<file path="config.mk">
export PLATFORM = sky130hd
export DESIGN_NAME = i2c_slave_buffer_responder_unit
export DESIGN_NICKNAME = d
export VERILOG_FILES = /design/src/sv/i2csbr_pkg.sv /design/src/sv/i2c_slave_buffer_responder_unit.sv /design/src/sv/i2csbr_dp.sv /design/src/sv/i2csbr_ctrl.sv
export SDC_FILE = /design/constraint.sdc
export NUM_CORES = 1
export LEC_CHECK = 0
export ABC_AREA = 1
export BUFFER_PORTS_ARGS = -buffer_cell sky130_fd_sc_hd__buf_2
export CAP_MARGIN = 20
export CORE_ASPECT_RATIO = 0.9
export CORE_MARGIN = 2
export CORE_UTILIZATION = 60
export DETAILED_ROUTE_END_ITERATION = 6
export PLACE_DENSITY = 0.91
export SLEW_MARGIN = 25
export SYNTH_ARGS = -nofsm -noshare
export SYNTH_HDL_FRONTEND = slang
export SYNTH_SLANG_ARGS = --single-unit
</file>
<file path="constraint.sdc">
create_clock -name clk -period 4.3 [get_ports clk]
set_clock_uncertainty 0.05 [all_clocks]
set_input_delay 1.29 -clock clk [delete_from_list [all_inputs] [get_ports clk]]
set_output_delay 1.29 -clock clk [all_outputs]
set_load 0.005 [all_outputs]
</file>
<file path="src/sv/i2csbr_pkg.sv">
// Shared constants and controller/datapath interface types for the I2C slave responder.
`timescale 1ns / 1ps

package i2csbr_pkg;

  // receive store and reply buffer geometry
  localparam int BUF_DEPTH = 16;
  localparam int IDX_W     = $clog2(BUF_DEPTH);
  localparam int CNT_W     = $clog2(BUF_DEPTH + 1);
  localparam int POS_W     = 4;
  localparam int REPLY_N   = 16;
  localparam int REPLY_W   = $clog2(REPLY_N);
  localparam int KIND_W    = 3;
  localparam int CFG_IDX_W = 1;
  localparam int CFG_W     = 64;

  // configuration register indexes
  localparam logic [CFG_IDX_W-1:0] REG_REPLY_LO = 1'b0;
  localparam logic [CFG_IDX_W-1:0] REG_REPLY_HI = 1'b1;

  localparam logic [CFG_W-1:0] REPLY_LO_RST = 64'h0706_0504_0302_0100;
  localparam logic [CFG_W-1:0] REPLY_HI_RST = 64'h0F0E_0D0C_0B0A_0908;

  // result kinds
  localparam logic [KIND_W-1:0] KIND_NONE  = 3'd0;
  localparam logic [KIND_W-1:0] KIND_TX    = 3'd1;
  localparam logic [KIND_W-1:0] KIND_RX    = 3'd2;
  localparam logic [KIND_W-1:0] KIND_FAULT = 3'd3;
  localparam logic [KIND_W-1:0] KIND_EMPTY = 3'd4;

  // status word: {D, 0, S, R/W, 0, BF}
  localparam logic [5:0] STATUS_MASK    = 6'b10_1101;
  localparam logic [5:0] ST_WRITE_ADDR  = 6'b00_1001;
  localparam logic [5:0] ST_WRITE_DATA  = 6'b10_1001;
  localparam logic [5:0] READ_ADDR_MASK = 6'b10_1100;
  localparam logic [5:0] ST_READ_DATA   = 6'b10_1100;
  localparam logic [5:0] ST_READ_ADDR   = 6'b00_1100;

  typedef struct packed {
    logic cap_in;     // latch the accepted word
    logic load_evt;   // single-result item: update state, load output
    logic take_start; // host take: reset read index
    logic take_read;  // read receive store at read index
    logic load_take;  // load delivered byte into output, advance index
  } dp_cmd_t;

  typedef struct packed {
    logic out_free;   // output register can take a word this cycle
    logic is_take;    // latched item streams the receive store
    logic take_last;  // read index points at the final held byte
  } dp_status_t;

endpackage

</file>
<file path="src/sv/i2c_slave_buffer_responder_unit.sv">
// Top level: I2C slave event responder with receive store and reply buffer.
// Bus event: captured in S_IDLE, then decoded in S_DECODE, which registers its result once the output is free.
// Host take of N held bytes: one store read (S_TAKE_RD) per delivered byte (S_TAKE_OUT).
// A pending result stalls decode of the next word, and no new word is accepted until that decode is done.
// Synchronous active-low reset clears counts, reply index, fault flag and reply
// registers to their defaults; receive store contents are not cleared.
`timescale 1ns / 1ps

module i2c_slave_buffer_responder_unit (
  input  logic                                clk,
  input  logic                                rst_n,
  input  logic                                cfg_wr_en,
  input  logic [i2csbr_pkg::CFG_IDX_W-1:0]    cfg_index,
  input  logic [i2csbr_pkg::CFG_W-1:0]        cfg_data,
  input  logic                                in_valid,
  output logic                                in_ready,
  input  logic                                in_operation,
  input  logic                                in_data_not_address,
  input  logic                                in_start_seen,
  input  logic                                in_read_not_write,
  input  logic                                in_buffer_full,
  input  logic                                in_stop_seen,
  input  logic                                in_master_nack,
  input  logic [7:0]                          in_bus_byte,
  output logic                                out_valid,
  input  logic                                out_ready,
  output logic [i2csbr_pkg::KIND_W-1:0]       out_result_kind,
  output logic [7:0]                          out_byte,
  output logic                                out_release_clock,
  output logic [i2csbr_pkg::POS_W-1:0]        out_byte_position,
  output logic                                out_last
);

  i2csbr_pkg::dp_cmd_t    cmd;
  i2csbr_pkg::dp_status_t status;

  i2csbr_ctrl u_ctrl (
    .clk      (clk),
    .rst_n    (rst_n),
    .in_valid (in_valid),
    .in_ready (in_ready),
    .status   (status),
    .cmd      (cmd)
  );

  i2csbr_dp u_dp (
    .clk                 (clk),
    .rst_n               (rst_n),
    .cmd                 (cmd),
    .status              (status),
    .cfg_wr_en           (cfg_wr_en),
    .cfg_index           (cfg_index),
    .cfg_data            (cfg_data),
    .in_operation        (in_operation),
    .in_data_not_address (in_data_not_address),
    .in_start_seen       (in_start_seen),
    .in_read_not_write   (in_read_not_write),
    .in_buffer_full      (in_buffer_full),
    .in_stop_seen        (in_stop_seen),
    .in_master_nack      (in_master_nack),
    .in_bus_byte         (in_bus_byte),
    .out_valid           (out_valid),
    .out_ready           (out_ready),
    .out_result_kind     (out_result_kind),
    .out_byte            (out_byte),
    .out_release_clock   (out_release_clock),
    .out_byte_position   (out_byte_position),
    .out_last            (out_last)
  );

  // an accepted word is always decoded before the next one is taken
  a_one_in_flight: assert property (@(posedge clk) disable iff (!rst_n)
    in_valid && in_ready |=> !in_ready)
    else $error("word accepted while previous word still in decode");

  // only delivered receive bytes can be non-final or carry a position
  a_single_result: assert property (@(posedge clk) disable iff (!rst_n)
    out_valid && (out_result_kind != i2csbr_pkg::KIND_RX) |->
      out_last && (out_byte_position == '0))
    else $error("single-result word with position or without last");

  // a fault never releases the bus clock
  a_fault_holds_clock: assert property (@(posedge clk) disable iff (!rst_n)
    out_valid && (out_result_kind == i2csbr_pkg::KIND_FAULT) |-> !out_release_clock)
    else $error("fault result released the clock");

  // the controller issues at most one datapath command at a time
  a_take_cmd_exclusive: assert property (@(posedge clk) disable iff (!rst_n)
    $onehot0({cmd.cap_in, cmd.load_evt, cmd.take_start, cmd.take_read, cmd.load_take}))
    else $error("controller issued overlapping datapath commands");

endmodule

</file>
<file path="src/sv/i2csbr_dp.sv">
// Datapath: item latch, event classification, receive store, reply buffer, output register.
`timescale 1ns / 1ps

module i2csbr_dp (
  input  logic                                clk,
  input  logic                                rst_n,
  input  i2csbr_pkg::dp_cmd_t                 cmd,
  output i2csbr_pkg::dp_status_t              status,
  input  logic                                cfg_wr_en,
  input  logic [i2csbr_pkg::CFG_IDX_W-1:0]    cfg_index,
  input  logic [i2csbr_pkg::CFG_W-1:0]        cfg_data,
  input  logic                                in_operation,
  input  logic                                in_data_not_address,
  input  logic                                in_start_seen,
  input  logic                                in_read_not_write,
  input  logic                                in_buffer_full,
  input  logic                                in_stop_seen,
  input  logic                                in_master_nack,
  input  logic [7:0]                          in_bus_byte,
  output logic                                out_valid,
  input  logic                                out_ready,
  output logic [i2csbr_pkg::KIND_W-1:0]       out_result_kind,
  output logic [7:0]                          out_byte,
  output logic                                out_release_clock,
  output logic [i2csbr_pkg::POS_W-1:0]        out_byte_position,
  output logic                                out_last
);

  typedef enum logic [2:0] {
    EV_FAULT,
    EV_EMPTY,
    EV_TAKE,
    EV_WADDR,
    EV_WDATA,
    EV_RADDR,
    EV_RDATA,
    EV_IDLE
  } ev_class_t;

  // latched item
  logic       op_r;
  logic [5:0] stat_r;
  logic       stop_r;
  logic       nack_r;
  logic [7:0] byte_r;

  // architectural state
  logic [i2csbr_pkg::CNT_W-1:0]   rx_count_r;
  logic [i2csbr_pkg::IDX_W-1:0]   tx_idx_r;
  logic                           faulted_r;
  logic [i2csbr_pkg::CFG_W-1:0]   reply_lo_r;
  logic [i2csbr_pkg::CFG_W-1:0]   reply_hi_r;
  logic [7:0]                     rx_mem [i2csbr_pkg::BUF_DEPTH];

  // host take walk
  logic [i2csbr_pkg::IDX_W-1:0]   take_idx_r;
  logic [7:0]                     rd_data_r;

  // output register
  logic                             out_valid_r;
  logic [i2csbr_pkg::KIND_W-1:0]    out_kind_r;
  logic [7:0]                       out_byte_r;
  logic                             out_rel_r;
  logic [i2csbr_pkg::POS_W-1:0]     out_pos_r;
  logic                             out_last_r;

  ev_class_t                        ev_class;
  logic                             dna;
  logic                             out_free;
  logic [i2csbr_pkg::REPLY_W-1:0]   tx_sel;
  logic [7:0]                       tx_byte;
  logic [2*i2csbr_pkg::CFG_W-1:0]   reply_all;
  logic [i2csbr_pkg::IDX_W:0]       tx_inc;
  logic [i2csbr_pkg::IDX_W-1:0]     tx_idx_nxt;
  logic                             rx_room;
  logic                             send;
  logic [i2csbr_pkg::KIND_W-1:0]    evt_kind;
  logic                             evt_rel;

  assign dna = stat_r[5];

  always_comb begin
    if (faulted_r) begin
      ev_class = EV_FAULT;
    end else if (op_r) begin
      ev_class = (rx_count_r == '0) ? EV_EMPTY : EV_TAKE;
    end else if ((stat_r & i2csbr_pkg::STATUS_MASK) == i2csbr_pkg::ST_WRITE_ADDR) begin
      ev_class = EV_WADDR;
    end else if ((stat_r & i2csbr_pkg::STATUS_MASK) == i2csbr_pkg::ST_WRITE_DATA) begin
      ev_class = EV_WDATA;
    end else if ((stat_r & i2csbr_pkg::READ_ADDR_MASK) == i2csbr_pkg::ST_READ_ADDR) begin
      ev_class = EV_RADDR;
    end else if ((stat_r & i2csbr_pkg::STATUS_MASK) == i2csbr_pkg::ST_READ_DATA) begin
      ev_class = EV_RDATA;
    end else if (stop_r || (dna && nack_r)) begin
      ev_class = EV_IDLE;
    end else begin
      ev_class = EV_FAULT;
    end
  end

  // reply byte: a read address always starts at byte zero
  assign reply_all = {reply_hi_r, reply_lo_r};
  assign tx_sel    = (ev_class == EV_RADDR) ? '0 : i2csbr_pkg::REPLY_W'(tx_idx_r);
  assign tx_byte   = reply_all[{tx_sel, 3'b000} +: 8];
  assign tx_inc    = (i2csbr_pkg::IDX_W + 1)'(tx_sel) + 1'b1;
  assign tx_idx_nxt = (tx_inc >= (i2csbr_pkg::IDX_W + 1)'(i2csbr_pkg::BUF_DEPTH)) ?
                      '0 : tx_inc[i2csbr_pkg::IDX_W-1:0];
  assign rx_room   = rx_count_r < i2csbr_pkg::CNT_W'(i2csbr_pkg::BUF_DEPTH);
  assign send      = (ev_class == EV_RADDR) || ((ev_class == EV_RDATA) && !nack_r);

  always_comb begin
    evt_kind = i2csbr_pkg::KIND_NONE;
    evt_rel  = 1'b0;
    case (ev_class)
      EV_FAULT: evt_kind = i2csbr_pkg::KIND_FAULT;
      EV_EMPTY: evt_kind = i2csbr_pkg::KIND_EMPTY;
      EV_WADDR, EV_WDATA: evt_rel = 1'b1;
      EV_RADDR, EV_RDATA: begin
        evt_rel  = 1'b1;
        evt_kind = send ? i2csbr_pkg::KIND_TX : i2csbr_pkg::KIND_NONE;
      end
      default: begin
        evt_kind = i2csbr_pkg::KIND_NONE;
        evt_rel  = 1'b0;
      end
    endcase
  end

  assign out_free = !out_valid_r || out_ready;

  assign status.out_free  = out_free;
  assign status.is_take   = (ev_class == EV_TAKE);
  assign status.take_last =
    (i2csbr_pkg::CNT_W'(take_idx_r) + i2csbr_pkg::CNT_W'(1)) == rx_count_r;

  // item latch and take walk payload
  always_ff @(posedge clk) begin
    if (cmd.cap_in) begin
      op_r   <= in_operation;
      stat_r <= {in_data_not_address, 1'b0, in_start_seen, in_read_not_write,
                 1'b0, in_buffer_full};
      stop_r <= in_stop_seen;
      nack_r <= in_master_nack;
      byte_r <= in_bus_byte;
    end
    if (cmd.take_read) begin
      rd_data_r <= rx_mem[take_idx_r];
    end
  end

  // receive store
  always_ff @(posedge clk) begin
    if (cmd.load_evt && (ev_class == EV_WDATA) && rx_room) begin
      rx_mem[rx_count_r[i2csbr_pkg::IDX_W-1:0]] <= byte_r;
    end
  end

  always_ff @(posedge clk) begin
    if (!rst_n) begin
      rx_count_r <= '0;
      tx_idx_r   <= '0;
      faulted_r  <= 1'b0;
      reply_lo_r <= i2csbr_pkg::REPLY_LO_RST;
      reply_hi_r <= i2csbr_pkg::REPLY_HI_RST;
      take_idx_r <= '0;
    end else begin
      if (cfg_wr_en) begin
        unique case (cfg_index)
          i2csbr_pkg::REG_REPLY_LO: reply_lo_r <= cfg_data;
          i2csbr_pkg::REG_REPLY_HI: reply_hi_r <= cfg_data;
          default: ;
        endcase
      end
      if (cmd.load_evt) begin
        case (ev_class)
          EV_FAULT: faulted_r <= 1'b1;
          EV_WADDR: rx_count_r <= '0;
          EV_WDATA: begin
            if (rx_room) rx_count_r <= rx_count_r + 1'b1;
          end
          EV_RADDR: begin
            rx_count_r <= '0;
            tx_idx_r   <= tx_idx_nxt;
          end
          EV_RDATA: begin
            if (send) tx_idx_r <= tx_idx_nxt;
          end
          default: ;
        endcase
      end
      if (cmd.take_start) begin
        take_idx_r <= '0;
      end else if (cmd.load_take) begin
        take_idx_r <= take_idx_r + 1'b1;
        if (status.take_last) rx_count_r <= '0;
      end
    end
  end

  // output register
  always_ff @(posedge clk) begin
    if (!rst_n) begin
      out_valid_r <= 1'b0;
    end else if (cmd.load_evt || cmd.load_take) begin
      out_valid_r <= 1'b1;
    end else if (out_ready) begin
      out_valid_r <= 1'b0;
    end
  end

  always_ff @(posedge clk) begin
    if (cmd.load_evt) begin
      out_kind_r <= evt_kind;
      out_byte_r <= send ? tx_byte : 8'h00;
      out_rel_r  <= evt_rel;
      out_pos_r  <= '0;
      out_last_r <= 1'b1;
    end else if (cmd.load_take) begin
      out_kind_r <= i2csbr_pkg::KIND_RX;
      out_byte_r <= rd_data_r;
      out_rel_r  <= 1'b0;
      out_pos_r  <= i2csbr_pkg::POS_W'(take_idx_r);
      out_last_r <= status.take_last;
    end
  end

  assign out_valid         = out_valid_r;
  assign out_result_kind   = out_kind_r;
  assign out_byte          = out_byte_r;
  assign out_release_clock = out_rel_r;
  assign out_byte_position = out_pos_r;
  assign out_last          = out_last_r;

endmodule

</file>
<file path="src/sv/i2csbr_ctrl.sv">
// Controller: sequences item capture, single-result handling and the host-take walk.
`timescale 1ns / 1ps

module i2csbr_ctrl (
  input  logic                    clk,
  input  logic                    rst_n,
  input  logic                    in_valid,
  output logic                    in_ready,
  input  i2csbr_pkg::dp_status_t  status,
  output i2csbr_pkg::dp_cmd_t     cmd
);

  typedef enum logic [1:0] {
    S_IDLE,
    S_DECODE,
    S_TAKE_RD,
    S_TAKE_OUT
  } state_t;

  state_t state_r;
  state_t state_nxt;

  assign in_ready = (state_r == S_IDLE);

  always_comb begin
    state_nxt = state_r;
    cmd       = '0;
    unique case (state_r)
      S_IDLE: begin
        if (in_valid) begin
          cmd.cap_in = 1'b1;
          state_nxt  = S_DECODE;
        end
      end
      S_DECODE: begin
        if (status.is_take) begin
          cmd.take_start = 1'b1;
          state_nxt      = S_TAKE_RD;
        end else if (status.out_free) begin
          cmd.load_evt = 1'b1;
          state_nxt    = S_IDLE;
        end
      end
      S_TAKE_RD: begin
        cmd.take_read = 1'b1;
        state_nxt     = S_TAKE_OUT;
      end
      S_TAKE_OUT: begin
        if (status.out_free) begin
          cmd.load_take = 1'b1;
          state_nxt     = status.take_last ? S_IDLE : S_TAKE_RD;
        end
      end
      default: state_nxt = S_IDLE;
    endcase
  end

  always_ff @(posedge clk) begin
    if (!rst_n) begin
      state_r <= S_IDLE;
    end else begin
      state_r <= state_nxt;
    end
  end

endmodule

</file>
==> flow_summary_export.csv, run 1 <==
group,metric,value,unit
final_layout,final_net_count,1613,
worst_setup_path,max_stage_delay,0.59,ns
die,core.rowCount,51,
worst_setup_path,path_class,"reg2reg",
synth,yosysMostFrequentCell,"nor2_1",
sta,relSlewSlack,42.1,%
route,antenna_left,0,
worst_setup_path,slowest_stage,"nand2_2",
clocking,htreeDepth,1,
global_routing,grt_usage,28.5,%
worst_setup_path,critPathRequiredTime,4.72,ns
worst_setup_path,crit_start,"u_dp.stat_r[5]",
sta,hold_viol,0,
route,routed_wl,34.0,mm
power,p_total,6.56,mW
worst_setup_path,arrival,3.73,ns
worst_setup_path,endpoint,"u_dp.tx_idx_r[0]",
clocking,postCtsSetupRepairBufs,0,
clocking,clk_latency,0.55,ns
final_layout,areaGrowthSynthToFinish,12.5,%
sta,rsz0062_at_grt,"false",
die,dieHeight,145,um
power,p_leak,5.90,nW
placed_design,place_congestion,0.890,
sta,finalCritPeriodShare,76.9,%
route,vias,11044,
die,die_area,0.0233,sq mm
synth,synth.net_count,1556,
synth,yosysTopAreaCellShare,36.9,%
synth,synthTopCellsByCount,"nor2_1 (283), nand2_1 (264), nand3_1 (193)",
global_routing,grt-ovfl-total,0,
worst_setup_path,path_cells,"nand2_1 -> inv_1 -> nand2_1 -> nand2_1 -> nand2_1 -> nand2_1 -> nand2_1 -> nand2_1 -> nand2_1 -> nand4_4 -> nand2_2 -> buf_4 -> inv_1 -> ha_1 -> nand3_1 -> nand2_1 -> inv_2 -> nand2_1 -> a21oi_1",
worst_setup_path,crit_path_start_kind,"flop",
worst_setup_path,reg2reg_slack,0.99,ns
sta,period_needed,3.31,ns
clocking,clockBufferDepth,3,
global_routing,grt_max_degree,74,
synth,ys_async_sr_fraction,0,%
global_routing,antenna_found_initial,0,
worst_setup_path,cp_max_fo,24,
power,power_density,440,mW/mm^2
die,io_pins,104,
sta,finalMaxSlewViolations,0,
worst_setup_path,r2r_start,"u_dp.stat_r[5]",
power,vdd_drop_max,0.336,mV
synth,avgSynthCellArea,9.05,sq um
final_layout,final_layout_size_suffix_gt1_share,12.3,%
worst_setup_path,reg2regPathDepth,19,
global_routing,grt_pass1_wl,53.3,mm
placed_design,portBuffers,103,
worst_setup_path,worst_setup_path_end_kind,"flop",
clocking,clock_sinks,313,
final_layout,ff_latch_area,0.00790,sq mm
sta,setup_viol_count_final,0,
worst_setup_path,r2r-end,"u_dp.tx_idx_r[0]",
route,drc_errors,0,
die,start_util,61.3,%
synth,synth.distinct_cells,39,
synth,synthTopCellsByArea,"edfxtp_1 (37%), dfxtp_1 (23%), nor2_1 (8.0%)",
global_routing,grt_pass1_vias,10281,
sta,worst_pin_slew,0.869,ns
die,dieWidth,161,um
synth,synth-seq-cells,313,
synth,netlist_instances,1465,
synth,ys.warnings.count,0,
route,post_drt_wl_per_cell,18.5,um
run_status,status,"completed",
final_layout,num-fill-cells,1522,
min_path,hp-class,"reg2reg",
synth,synthesis.area,0.0133,sq mm
worst_setup_path,cp_common_cell,"nand2_1",
clocking,clockRootBuffer,"clkbuf_16",
route,viasPerCell,6.02,
clocking,cts_resized,0,
sta,finalSetupTns,0,ns
synth,ys_seq_area_share,59.6,%
final_layout,multi_input_area,0.00477,sq mm
placed_design,dpl.hpwl,21.4,mm
sta,fmax,0.302,GHz
run,maxCapViolCount,0,
route,first_pass_iters,5,
synth,yosys.area.top_type,"edfxtp_1",
clocking,cts_tree,"done",
final_layout,insertedDiodeCount,0,
die,core,0.0216,sq mm
clocking,clk_pin_slew,0.06,ns
clocking,numCtsBuffers,30,
synth,ys.flop_type,"edfxtp_1",
route,drtIter0Drc,1539,
synth,synth-edff-count,163,
clocking,ctsHoldBuffers,0,
## state kept, by name, summed over array words and instances (netlist names), 5 cells and up
register / count
u_dp.byte_r: 8
u_dp.out_byte: 8
u_dp.rd_data_r: 8
u_dp.reply_hi_r: 64
u_dp.reply_lo_r: 64
u_dp.rx_count_r: 5
u_dp.rx_mem: 128
## worst max-delay path, delay by kind of cell (launching register included)
kind	cells	cell delay (ns)
simple gates	13	1.85
buf+inv	4	0.55
flops	1	0.43
fa+ha+maj	1	0.23
compound gates	1	0.12
## worst min path at each step
| stage | startpoint | end | cells after the start |
|---|---|---|---|
| after detailed placement | u_dp.reply_lo_r[24] | u_dp.reply_lo_r[24] | 2 |
| after floorplan | u_dp.reply_lo_r[56] | u_dp.reply_lo_r[56] | 2 |
| after CTS | u_dp.reply_lo_r[50] | u_dp.reply_lo_r[50] | 2 |
| after global placement | u_dp.reply_lo_r[8] | u_dp.reply_lo_r[8] | 2 |
| final | u_dp.reply_lo_r[24] | u_dp.reply_lo_r[24] | 2 |
| after global routing | u_dp.reply_lo_r[42] | u_dp.reply_lo_r[42] | 2 |
## layout by cell type (no fill, tap or decap), types with 2 or more instances in the layout
cell type	netlist	layout
o32ai_1	5	5
nor2_4	2	3
nand2_2	4	5
inv_4	0	2
nor4_1	2	2
clkbuf_1	72	5
a21oi_1	12	12
a21boi_0	8	8
clkinvlp_2	0	3
inv_1	45	45
nand2_1	264	263
buf_2	10	102
ha_1	6	6
mux2i_1	26	26
dfxtp_1	150	148
o21ai_0	136	136
nand3_1	193	193
bufinv_16	0	5
o211ai_1	6	6
o221ai_1	26	26
buf_4	4	17
clkinv_2	0	5
nor2_1	283	282
nand4_1	3	3
xor2_1	6	6
inv_2	9	7
dfxtp_2	0	2
a22oi_1	2	2
clkbuf_16	0	31
edfxtp_1	163	163
nor3_1	8	7
clkinv_1	1	5
## cell families after synthesis
logic type / share of synthesized area [%]
AND/OR/NAND/NOR: 24.1
flip-flops: 59.6
AO/OA/AOI/OAI: 8.81
buffers and inverters: 4.54
multiplexers: 1.96
XOR/XNOR: 0.463
adder cells (fa/ha/maj): 0.567
## per-layer routing
layer,GRT usage [%],up-vias,part of all wire [%]
met5,0,-,0
met4,9.59,0,3.3
met3,6.00,99,12
met1,41.3,5149,41
met2,43.1,698,44
li1,-,5098,-
## where the power goes
part | internal, mW | switching, mW | total (mW)
Sequential | 3.26 | 0.0945 | 3.36
Combinational | 0.156 | 0.309 | 0.464
Clock | 1.63 | 1.12 | 2.74
Total | 5.04 | 1.52 | 6.56
## cell type report
class | count | share of cell area (%)
flip-flops and latches | 313 | 53.0
multi-input cells | 1003 | 32.0
clock buffers | 37 | 5.42
repair buffers | 119 | 4.28
well taps | 291 | 2.44
clock inverters | 18 | 1.44
inverters | 55 | 1.42
## through the flow
stage / cell area [sq um] / hold slack [ns] / std cells / utilization (%) / setup slack, ns
2_1_floorplan: 13300 / 0.379 / 1465 / - / 1.39
3_3_place_gp: 13900 / 0.390 / 1781 / 64.1 / 1.03
3_5_place_dp: 13900 / 0.394 / 1781 / 64.2 / 0.840
4_1_cts: 14900 / 0.410 / 1836 / 68.9 / 1.06
5_1_grt: 14900 / 0.435 / 1836 / 68.9 / 0.714
6_report: 14900 / 0.408 / 1836 / 68.9 / 0.994
No activity file was read; power rests on OpenSTA's default activity.
==> run 2, diff against run 1 <==
--- a/config.mk
+++ b/config.mk
@@ -10,9 +10,9 @@
 export CAP_MARGIN = 20
 export CORE_ASPECT_RATIO = 0.9
 export CORE_MARGIN = 2
-export CORE_UTILIZATION = 60
+export CORE_UTILIZATION = 54
 export DETAILED_ROUTE_END_ITERATION = 6
-export PLACE_DENSITY = 0.91
+export PLACE_DENSITY = 0.87
 export SLEW_MARGIN = 25
 export SYNTH_ARGS = -nofsm -noshare
 export SYNTH_HDL_FRONTEND = slang
==> constraint.sdc (replaced) <==
create_clock -name clk -period 2.97 [get_ports clk]
set_clock_uncertainty 0.05 [all_clocks]
set_input_delay 0.891 -clock clk [delete_from_list [all_inputs] [get_ports clk]]
set_output_delay 0.891 -clock clk [all_outputs]
set_load 0.005 [all_outputs]
==> run 2 against run 1 <==
Fmax rose by 17%. Routed wire length rose by 3.9%. Setup slack got worse by 0.85 ns. Largest cell class unchanged. Combinational power rose by 54%. Register-to-register slack got worse by 0.85 ns. Critical path depth fell by 6. Critical path type unchanged.
==> flow_summary_export.csv, run 2 (synthesized netlist as in run 1, its figures left out) <==
group,metric,value,unit
placed_design,dpl.hpwl,22.6,mm
sta,hold_viol,0,
placed_design,postPlaceCellArea,0.0141,sq mm
global_routing,grt_max_degree,90,
route,post_drt_wl_per_cell,18.8,um
run_status,status,"completed",
min_path,hold_path_startpoint,"u_dp.reply_lo_r[8]",
sta,relSlewSlack,43.5,%
sta,period_needed,2.83,ns
die,io_pins,104,
global_routing,grtUsageMet2,41.1,%
worst_setup_path,path_cells,"inv_1 -> ha_1 -> nand4_1 -> nand3_2 -> nor2_1 -> nand2_1 -> nand2_1 -> nor2_2 -> inv_2 -> nor2_4 -> nand3_1 -> nor2_1 -> buf_4",
route,routed_wl,35.3,mm
die,core,0.0242,sq mm
global_routing,grt-ovfl-total,0,
sta,rsz0062_at_grt,"false",
global_routing,antenna_found_initial,0,
global_routing,grt_pass1_vias,10459,
power,vdd_drop_max,0.587,mV
clocking,clock_sinks,313,
placed_design,portBuffers,103,
worst_setup_path,arrival,3.00,ns
final_layout,layout_common_cells,"nor2_1 (282), nand2_1 (263), nand3_1 (192)",
sta,fmax,0.353,GHz
route,first_pass_iters,6,
final_layout,fin_util,63.0,%
min_path,whs_path_depth,2,
die,dieHeight,153,um
die,dieWidth,169,um
worst_setup_path,crit_path_start_kind,"flop",
worst_setup_path,worst_setup_path_end_kind,"flop",
worst_setup_path,cp_top_family,"simple AND/OR/NAND/NOR gates",
worst_setup_path,max_stage_delay,0.34,ns
clocking,htreeDepth,2,
die,die_area,0.0258,sq mm
run,maxCapViolCount,0,
power,p_leak,6.08,nW
clocking,clk_pin_slew,0.06,ns
worst_setup_path,r2r_start,"u_dp.rx_count_r[1]",
sta,setup_viol_count_final,0,
clocking,clockBufferDepth,3,
power,power_density,637,mW/mm^2
global_routing,grt_use_met1,40.2,%
global_routing,grt_usage,27.4,%
min_path,hold_end,"u_dp.reply_lo_r[8]",
final_layout,largest_reg_flops,128,
global_routing,grt_use_met3,5.53,%
sta,finalMaxSlewViolations,0,
route,antenna_left,0,
clocking,clockRootBuffer,"clkbuf_16",
sta,finalSetupTns,0,ns
final_layout,final_net_count,1639,
route,viasPerCell,5.99,
worst_setup_path,critPathRequiredTime,3.14,ns
placed_design,place_congestion,0.948,
worst_setup_path,slowest_stage,"dfxtp_1",
die,start_util,54.8,%
global_routing,grt_pass1_wl,56.1,mm
clocking,cts_tree,"done",
final_layout,insertedDiodeCount,0,
die,core.rowCount,54,
route,drc_errors,0,
worst_setup_path,reg2reg_slack,0.14,ns
global_routing,busiest_layer,"met2",
route,vias,11280,
final_layout,final_common_cell,"nor2_1",
sta,finalCritPeriodShare,95.3,%
worst_setup_path,reg2regPathDepth,13,
final_layout,design_area,0.0152,sq mm
min_path,hp-class,"reg2reg",
worst_setup_path,cp_max_fo,9,
worst_setup_path,path_buf_inv,3,
worst_setup_path,r2r-end,"u_dp.rx_mem[13][3]",
clocking,clk_latency,0.53,ns
final_layout,final_layout_size_suffix_gt1_share,14.2,%
worst_setup_path,path_class,"reg2reg",
sta,worst_pin_slew,0.844,ns
final_layout,areaGrowthSynthToFinish,15.0,%
clocking,numCtsBuffers,34,
route,drtIter0Drc,1673,
[run 2: cell types whose count changed in the layout (fill, tap and decap cells not counted), moves of 3 or more]
cell        previous run  this run
buf_4                 17        35
clkinv_2               5        10
buf_12                 0         4
bufinv_16              5         2
clkbuf_1               5         2
clkbuf_16             31        34
clkinvlp_2             3         0
clkinvlp_4             0         3
[run 2: tightest hold or removal path: cells and delay by family (launching register included)]
kind / cells / cell delay (ns)
flops: 1 / 0.33
simple gates: 2 / 0.10
[run 2: what timing repair did]
| item | 4_1_cts | 5_1_grt |
|---|---|---|
| setup buffers | 0 | 0 |
| resized for setup | 0 | 2 |
| setup endpoints to repair | 0 | 4 |
| hold buffers | 0 | 0 |
[run 2: area by class of cell]
cell class	count	area, sq um
Clock buffer	37	872
Clock inverter	25	239
Fill cell	1862	8950
Inverter	55	206
Multi-Input combinational cell	1003	4780
Sequential cell	313	7900
Tap cell	308	385
Timing Repair Buffer	141	853
[run 2: power breakdown]
| part | switching (mW) | leakage [nW] | internal, mW |
|---|---|---|---|
| Combinational | 0.472 | 2.82 | 0.242 |
| Sequential | 0.138 | 2.71 | 4.72 |
| Clock | 1.78 | 0.542 | 2.35 |
[run 2: layer usage]
metal / vias to the layer above / share of wire [%]
li1: 5158 / -
met1: 5277 / 42
met2: 734 / 44
met3: 111 / 11
met4: 0 / 3.1
met5: - / 0
[run 2: how the worst max path moves through the flow]
stage | startpoint | endpoint | slack (ns) | cells after the start
after global placement | u_dp.rx_count_r[1] | u_dp.rx_mem[0][3] | 0.36 | 13
after global routing | u_dp.rx_count_r[1] | u_dp.rx_mem[13][3] | 0.002 | 13
after CTS | u_dp.rx_count_r[1] | u_dp.rx_mem[0][4] | 0.20 | 13
after detailed placement | u_dp.rx_count_r[1] | u_dp.rx_mem[0][6] | 0.25 | 13
after floorplan | u_dp.stat_r[5] | u_dp.rx_mem[3][0] | 0.36 | 15
final | u_dp.rx_count_r[1] | u_dp.rx_mem[13][3] | 0.14 | 13
[run 2: stage by stage]
step                      setup slack [ns]  instances  hold WS, ns  total power, mW
final                                0.139       1882        0.408             9.70
after global placement               0.363       1820        0.389             5.61
after detailed placement             0.251       1820        0.392             5.63
after global routing               0.00248       1882        0.432             10.0
after CTS                            0.203       1882        0.407             9.70
after floorplan                      0.365       1465        0.379             5.34
